File: src/rtl/tlc_ram.sv
// Generic single-port RAM with registered read.
// No dependencies.
`default_nettype none
module tlc_ram #(
   parameter int WIDTH = 8,
   parameter int DEPTH = 16
) (
   input  wire logic                             clock,
   input  wire logic                             wr_en,
   input  wire logic [$clog2(DEPTH > 1 ? DEPTH : 2)-1:0] addr,
   input  wire logic [WIDTH-1:0]                 wr_data,
   output logic      [WIDTH-1:0]                 rd_data
);
   logic [WIDTH-1:0] mem [DEPTH];
   always_ff @(posedge clock) begin
      if (wr_en) begin
         mem[addr] <= wr_data;
      end
      rd_data <= mem[addr];
   end
endmodule
`default_nettype wire

File: config.mk
export PLATFORM = sky130hd
export DESIGN_NAME = tlc_ram
export DESIGN_NICKNAME = d
export VERILOG_FILES = /design/src/rtl/tlc_ram.sv
export SDC_FILE = /design/constraint.sdc
export NUM_CORES = 1
export LEC_CHECK = 0
export CAP_MARGIN = 0
export CORE_UTILIZATION = 65
export DETAILED_ROUTE_END_ITERATION = 7
export DONT_BUFFER_PORTS = 1
export PLACE_DENSITY = 0.81
export SLEW_MARGIN = 30
export SYNTH_ARGS = -nofsm -noshare
export SYNTH_HDL_FRONTEND = slang
export SYNTH_SLANG_ARGS = --single-unit
File: constraint.sdc
create_clock -name clock -period 4.64 [get_ports clock]
set_clock_uncertainty 0.1 [all_clocks]
set_input_delay 1.16 -clock clock [delete_from_list [all_inputs] [get_ports clock]]
set_output_delay 1.16 -clock clock [all_outputs]
set_load 0.02 [all_outputs]
* Word level (Yosys, flattened, before mapping) *
Memory sizes are Yosys's and may differ from the RTL's. A register that Yosys moved wholly into a read port is not among the register bits.
Index checks and enable logic that the tools add are counted.

word-level totals
  register bits after elaboration = 0
  memory bits (writable) = 128
  bits of input ports = 14
  output and inout bits = 8
  logic and storage cells = 3
  memories kept = 1

memory list
  name  depth  bits a word  read ports  clocked after memory_dff  wr ports  RTL line  text
  mem   16     8            1           1                         1         14        logic [WIDTH-1:0] mem [DEPTH];

cells by class
  multiplexer cells = 2

operator list
  operator          number
  1-bit 2-to-1 mux  2

* Depth between registers and ports, before layout *
Gate-level depths: netlist (run 1).

  depth after elaboration = 2
  gate-level depth with buffers = 5

* Worst setup path before layout (run 1) *
No wires, ideal clock.

  path kind = input port to flip-flop
  start = input addr[2] (netlist bit)
  end = memory mem[0][0] (enable)
  setup time = 383 ps
  arrival = 2270 ps
  required time = 4157 ps
  slack = 1887 ps
  stages = 2
  cells stage by stage = or3b_2 -> nor3_1

RTL lines
  element             RTL line  text
  start: declaration  10        input wire logic [$clog2(DEPTH > 1 ? DEPTH : 2)-1:0] addr,
  end: declaration    14

Straight into the memory's write port.

* Final worst setup path (run 1) *
  start = input addr[2] (netlist bit)
  end = memory mem[1][4] (enable)

Straight into the memory's write port.

==> metrics, run 1 <==
fin crit period=2.26 ns; crit path buf inv count=0; Async SR Flop Fraction=0; Post-Synth Simple-Gate Area=0.0321; Final Hold Violating Endpoints=0; Psw=548 µW; grt ovf=0; Yosys reg bits=136; Critical-path top delay cell=nor2_1; worst hold stages=3; setup TNS=0 ns; status=finished, final reports clean; part of the cycle the worst path needs=0.486; number of antenna violations at the first check in global routing=0; Place WS=1.84 ns; worst hold path class=flip-flop to flip-flop; Initial Utilization=0.684; layout cells sized above 1=0.271; TritonCTS Buffers=17; hold_buf cts=0; Non-Filler Instances=350; Placer Congestion=0.736; most common cell in the netlist=edfxtp_1; YS warnings=0; worst skew pair latency=0.52 ns; internal power=2240 µW; CTS tree=yes; Compound-Gate Fraction of Synth Area=0.0237; crit-path cells=or3b_2 > nor2_1; GRT Total Usage=0.283; first-pass GRT wire length=15,600 µm; Worst-Margin Slew=0.820 ns; H-tree Lvls=4; Root Buffer=clkbuf_8; setup bufs post-CTS=0; sequential power share=0.500; worst rel slew slack=0.451; dpl cells=318; syn_area_per_cell=22.0 µm²; Worst R2R Path Depth=3; unrepaired setup endpoints after global routing=false; Clock Tree Buf Depth=2; largest net degree at the start of global routing=40; Worst Path Max Fanout=8; Layout area overhead=13.2%; vias in the first global route=2,542; FF-to-FF setup slack=3.12 ns; Worst Hold Launch=mem[15][5]$_DFFE_PP_; CP Launch Type=input pin; setup violators final=0; Post-Synth XOR/XNOR Area=0; Main synth FF type=edfxtp_1; die height=90.3 µm; core box area=7410 µm²; Synth area leaders=edfxtp_1, mux4_2, dfxtp_1, a22oi_1, nor2_1; drt first pass iters=7; post-route ant nets=0; arrival time worst endpoint=2.30 ns; Multi-input gate area=1020 µm²; Worst EP required=4.68 ns; Nets=252; n_diodes=0; Leak=0.00182 µW; Seq/Total Area, Yosys=0.790; Layout Utilization=0.775; fill cell count=349; hold_ws=0.601 ns; total detailed-routing wirelength=10,200 µm; Hold Crit Endpoint=rd_data[5]$_DFF_P_; cells after synthesis=230; number of synthesized flops with an enable pin=128; I/O pins=22; DRC Markers=0; DR iter-0 viols=309; PortBufs=0; synthesized cell area=5070 µm²; Fmax achieved=0.443 GHz; Cell variety after synth=18; Resize count post-CTS=0; WL/cell=29.2 µm; die extent in x=90.3 µm; Post-synth top cells=edfxtp_1, mux4_2, a22oi_1; clock slew seen by the registers of the worst setup and hold paths=0.07 ns; die area=8150 µm²; max-slew violation count=0; delay-heaviest family, CP=simple AND/OR/NAND/NOR gates; Synth Net Count=244; dpl hpwl=5470 µm; Max VDD drop=386 µV; clock network fraction of total power=0.472; Setup CP Type=input pin to flip-flop; Post-Synth Adder-Cell Area=0; PwrDens=486 nW/µm²; cell accounting for the most synthesized area=edfxtp_1; max-cap violations=0; via-per-instance ratio=6.89; routed vias=2,411; FF-to-FF End=rd_data[2]$_DFF_P_; origin of the critical flop-to-flop path=mem[12][2]$_DFFE_PP_; largest family of logic cells by synthesized area=multiplexers; crit-path max cell delay=0.63 ns; switch share=0.196; Setup crit end kind=flip-flop; CTS Sinks=136; Comb pwr share=0.028; post-synthesis mux area share=0.142; Synth top area share=0.759; row cnt=31; setup ws final=2.38 ns; Reg area=4000 µm²
[metal layers]
layer	routed length [µm]	vias up	global-route usage
met5	0	-	0
met4	304	0	0.129
met3	1150	24	0.0867
met2	5110	184	0.436
met1	3650	1228	0.381
li1	-	975	-
[state kept, by name, indices dropped and copies added, names as in the netlist]
name,cells
mem,128
rd_data,8
[tightest hold or removal path, delay by kind of cell (launching register included)]
family           cells  cell delay (ns)
flip-flops           1             0.31
multiplexers         1             0.23
AND/OR/NAND/NOR      1             0.07
AO/OA/AOI/OAI        1             0.06
[worst max-delay path by stage]
stage,start,end,depth (start not counted)
after floorplan,addr[2],mem[0][0]$_DFFE_PP_,2
after global placement,addr[2],mem[0][6]$_DFFE_PP_,2
after detailed placement,addr[2],mem[1][6]$_DFFE_PP_,2
after CTS,rd_data[2]$_DFF_P_,rd_data[2],0
after global routing,addr[2],mem[3][7]$_DFFE_PP_,2
final,addr[2],mem[1][4]$_DFFE_PP_,2
[per-stage QoR]
stage	total power [µW]	area [µm²]
2_1_floorplan	1490	5070
3_3_place_gp	1490	5130
3_5_place_dp	1490	5150
4_1_cts	2800	5740
5_1_grt	2850	5740
6_report	2790	5740
[power groups by stage]
| stage | Combinational (µW) | Clock [µW] | Sequential (µW) |
|---|---|---|---|
| after floorplan | 70.8 | 0 | 1420 |
| after global placement | 71.4 | 0 | 1420 |
| after detailed placement | 74.4 | 0 | 1420 |
| after CTS | 77.7 | 1330 | 1390 |
| after global routing | 81.6 | 1370 | 1400 |
| final | 77.7 | 1320 | 1390 |
[layout by cell type, fill, tap and decap left out, drive strengths merged]
cell / netlist / layout
a22oi: 16 / 16
nor2: 13 / 13
nor3: 4 / 4
and2: 1 / 1
bufinv: 0 / 3
edfxtp: 128 / 128
clkinv: 0 / 7
nand3b: 2 / 2
or3b: 1 / 1
mux4: 32 / 32
nand2b: 2 / 2
clkbuf: 3 / 19
nand3: 1 / 1
clkinvlp: 0 / 3
nand2: 9 / 9
dfxtp: 8 / 8
nor2b: 2 / 2
[cell type report]
cell class                      count  area share
Tap cell                           99      0.0216
Sequential cell                   136       0.698
Multi-Input combinational cell     83       0.178
Clock buffer                       19      0.0752
Clock inverter                     13      0.0270
[cells by family after synthesis]
kind of cell | Yosys count
buffers and inverters | 11
muxes | 32
DFF | 136
and+or+nand+nor | 35
AOI/OAI and AO/OA | 16
Power figures use the tool's default switching activity.
==> inputs of run 2 (changes only) <==
CORE_UTILIZATION = 56   (was 65)
PLACE_DENSITY = 0.74   (was 0.81)
clock period = 1.95 ns   (was 4.64 ns; I/O delays follow)
==> run 2 against run 1 <==
- non-clock buffer count is 33 higher
- combinational power grew to 3.2 times the previous value
- global-route usage is 3.9 points lower
- power is 140% higher
- routed wire length is 0.77% higher
- first-iteration DRC count is 28% lower
- critical path depth is 2 lower
==> metrics, run 2 (synthesis results as in run 1) <==
status=finished, final reports clean; arrival time worst endpoint=0.98 ns; vias in the first global route=2,558; CTS Sinks=136; CP Launch Type=flip-flop; setup TNS=0 ns; via-per-instance ratio=6.17; die area=9430 µm²; Fmax achieved=0.636 GHz; core box area=8720 µm²; worst skew pair latency=0.53 ns; Largest regs=mem (128), rd_data (8); die height=97.1 µm; Worst-Margin Slew=0.655 ns; Setup CP Type=flip-flop to primary output; Worst Path Max Fanout=1; worst hold path class=input pin to flip-flop; Placer Congestion=0.796; unrepaired setup endpoints after global routing=false; Nets=285; Largest register FFs=128; TritonCTS Buffers=17; dpl hpwl=6090 µm; Layout area overhead=18.7%; Pwr Total=6810 µW; fin crit period=1.57 ns; switch share=0.199; max-slew violation count=0; I/O pins=22; routed vias=2,417; DRC Markers=0; Final Hold Violating Endpoints=0; clock slew seen by the registers of the worst setup and hold paths=0.06 ns; setup bufs post-CTS=0; Leak=0.00198 µW; die extent in x=97.1 µm; largest net degree at the start of global routing=40; part of the cycle the worst path needs=0.806; layout cells sized above 1=0.310; Max VDD drop=562 µV; Root Buffer=clkbuf_8; post-route ant nets=0; most flop-heavy register=mem; Psw=1360 µW; Initial Utilization=0.581; first-pass GRT wire length=15,700 µm; sequential power share=0.487; internal power=5460 µW; most common cell after layout, fill and taps aside=edfxtp_1; Comb pwr share=0.036; Clock Tree Buf Depth=2; worst rel slew slack=0.562; number of antenna violations at the first check in global routing=0; PortBufs=0; DR iter-0 viols=224; n_diodes=0; setup ws final=0.378 ns; clock network fraction of total power=0.477; H-tree Lvls=4; GRT Total Usage=0.244; commonest cells after routing, fill and taps aside=edfxtp_1, mux4_2, buf_4; grt ovf=0; max-cap violations=0; PwrDens=1130 nW/µm²; Worst EP required=1.36 ns; setup violators final=0; Setup crit end kind=primary output; row cnt=34; Place WS=0.136 ns; total detailed-routing wirelength=10,300 µm; drt first pass iters=4; WL/cell=26.3 µm; CTS tree=yes
[run 2: changes by cell type in the layout (fill, tap and decap cells not counted)]
cell           before  now
nor2_2              0    1
clkinv_2            5    2
clkbuf_1            1    2
dlygate4sd3_1       0    8
nor3_1              0    3
inv_6               0    1
clkbuf_8            2    1
bufinv_16           3    4
buf_4               0   25
nor2_1             13   12
nor3_2              4    1
clkinv_1            0    2
clkinv_4            2    1
[run 2: routing by layer]
metal | GRT usage | up-vias | part of all wire
met5 | 0 | - | 0
met4 | 0.115 | 0 | 0.018
met3 | 0.0799 | 14 | 0.082
met2 | 0.362 | 131 | 0.48
met1 | 0.334 | 1231 | 0.42
li1 | - | 1041 | -
[run 2: final timing paths]
check / slack [ns] / from / cells past startpoint / endpoint
min reg2reg: 0.60 / mem[3][2]$_DFFE_PP_ / 3 / rd_data[2]$_DFF_P_
max reg2reg: 0.54 / mem[11][6]$_DFFE_PP_ / 3 / rd_data[6]$_DFF_P_
min: 0.18 / addr[1] / 3 / rd_data[7]$_DFF_P_
max: 0.38 / rd_data[0]$_DFF_P_ / 0 / rd_data[0]
[run 2: cell type report]
cell class,instances,area (µm²)
clock inverters,13,178
clock buffers,19,422
well taps,108,135
flip-flops and latches,136,4000
multi-input cells,83,1010
repair buffers,33,268
fillers,497,2700
[run 2: metrics by stage]
step | utilization | cells | cell area (µm²) | hold WS, ns
2_1_floorplan | - | 230 | 5070 | 0.486
4_1_cts | 0.690 | 392 | 6020 | 0.155
6_report | 0.690 | 392 | 6020 | 0.180
3_3_place_gp | 0.612 | 352 | 5340 | 0.487
5_1_grt | 0.690 | 392 | 6020 | 0.174
3_5_place_dp | 0.612 | 352 | 5340 | 0.487
[run 2: timing repair]
item,CTS,global route
hold buffers,8,0
hold endpoints to repair,128,0
resized for setup,0,0
[run 2: power by group through the flow]
stage                     clock network (µW)  registers, µW  logic (µW)
after global placement                     0           3370         186
after global routing                    3400           3320         261
final                                   3250           3320         245
after detailed placement                   0           3380         190
after CTS                               3270           3320         244
after floorplan                            0           3370         169
==> inputs of run 3 (changes only) <==
clock period = 1.38 ns   (was 1.95 ns; I/O delays follow)
==> run 3 against run 2 <==
- final cell count is 3.3% lower
- sequential share of layout area is 0.77 points lower
- sequential cell count stayed put
- non-clock buffer count is 13 lower
- worst hold slack worse by 0.15 ns
- critical path type is now flip-flop to flip-flop
- largest cell class unchanged
- the run now ends with negative setup slack left
==> metrics, run 3 (synthesis results as in run 1) <==
CP Launch Type=flip-flop; part of the cycle the worst path needs=1.06; Largest register FFs=128; TritonCTS Buffers=17; max-slew violation count=0; clock slew seen by the registers of the worst setup and hold paths=0.06 ns; failing checks=negative setup slack; setup violators final=6; Worst Path Max Fanout=1; unrepaired setup endpoints after global routing=true; Leak=0.00194 µW; Non-Filler Instances=379; Clock Tree Buf Depth=2; I/O pins=22; Setup CP Type=flip-flop to flip-flop; first-pass GRT wire length=15,000 µm; worst hold path class=input pin to flip-flop; total detailed-routing wirelength=9900 µm; layout cells sized above 1=0.384; Largest regs=mem (128), rd_data (8); commonest cells after routing, fill and taps aside=edfxtp_1, mux4_2, clkbuf_16; Initial Utilization=0.581; hold_ws=0.0309 ns; status=finished with violations; dpl cells=339; PortBufs=0; most flop-heavy register=mem; CTS tree=yes; max-cap violations=0; Root Buffer=clkbuf_8; dpl hpwl=5780 µm; n_diodes=0; WL/cell=26.1 µm; Worst EP required=1.69 ns; number of antenna violations at the first check in global routing=0; drt first pass iters=4; worst rel slew slack=0.459; via-per-instance ratio=6.23; largest net degree at the start of global routing=40; H-tree Lvls=4; Fmax achieved=0.684 GHz; DRC Markers=0; Placer Congestion=0.758; arrival time worst endpoint=1.77 ns; setup ws final=-0.0829 ns; fin crit period=1.46 ns; post-route ant nets=0; Nets=272; most common cell after layout, fill and taps aside=edfxtp_1; grt ovf=0; Layout Utilization=0.700; PwrDens=1520 nW/µm²; Max VDD drop=794 µV; DR iter-0 viols=169; routed vias=2,360; GRT Total Usage=0.231; Reg area=4010 µm²; die extent in x=97.1 µm; Setup crit end kind=flip-flop; core box area=8720 µm²; Final Hold Violating Endpoints=0; worst skew pair latency=0.52 ns; Layout area overhead=20.4%; fill cell count=519; die height=97.1 µm; row cnt=34; vias in the first global route=2,461; Multi-input gate area=1190 µm²; CTS Sinks=136; die area=9430 µm²; Worst-Margin Slew=0.810 ns
run 3: changes by cell type in the layout (fill, tap and decap cells not counted), sizes merged:
cell / previous run / this run
clkbuf: 19 / 18
buf: 25 / 12
bufinv: 4 / 2
inv: 1 / 0
clkinv: 5 / 9
run 3: stage by stage:
| step | worst slack, ns | TNS [ns] | instance area, µm² | power (µW) |
|---|---|---|---|---|
| floorplan | -0.199 | -5.56 | 5290 | 5060 |
| global placement | -0.193 | -4.95 | 5440 | 5050 |
| detailed placement | -0.216 | -5.57 | 5440 | 5060 |
| CTS | -0.0632 | -0.257 | 6090 | 9280 |
| global route | -0.0882 | -0.425 | 6100 | 9470 |
| finish | -0.0829 | -0.166 | 6100 | 9250 |
run 3: power by group:
part / leakage (µW) / switching, µW / internal [µW]
Clock: 0.000261 / 1640 / 2540
Combinational: 0.000451 / 206 / 178
Sequential: 0.00122 / 61.9 / 4630
run 3: worst paths after layout:
check	start	end	slack [ns]	cells past startpoint
max reg2reg	mem[4][5]$_DFFE_PP_	rd_data[5]$_DFF_P_	-0.08	3
max	mem[4][5]$_DFFE_PP_	rd_data[5]$_DFF_P_	-0.08	3
min	addr[1]	rd_data[2]$_DFF_P_	0.03	3
min reg2reg	mem[14][2]$_DFFE_PP_	rd_data[2]$_DFF_P_	0.59	3
run 3: final cells by class:
cell class	count	share of cell area
Sequential cell	136	0.658
Multi-Input combinational cell	83	0.196
Clock buffer	18	0.0685
Timing Repair Buffer	20	0.0340
Tap cell	108	0.0221
Clock inverter	14	0.0219
run 3: repair_timing:
| item | 4_1_cts | 5_1_grt |
|---|---|---|
| hold endpoints to repair | 128 | 0 |
| setup buffers | 0 | 0 |
| hold buffers | 8 | 0 |
| resized for setup | 10 | 2 |
| pin swaps | 2 | 2 |
| endpoints found under the setup margin | 15 | 9 |
| gates cloned | 0 | 0 |
run 3: critical path: stages (launching register included):
cell and delay, ns:
edfxtp_1 0.42, mux4_2 0.55, a22oi_2 0.21, nand2_1 0.07
run 3: metal layers:
metal	vias to the layer above	part of all wire	GRT usage
met4	0	0.014	0.0941
met1	1220	0.42	0.322
met5	-	0	0
met2	95	0.47	0.329
met3	12	0.096	0.0928
li1	1033	-	-
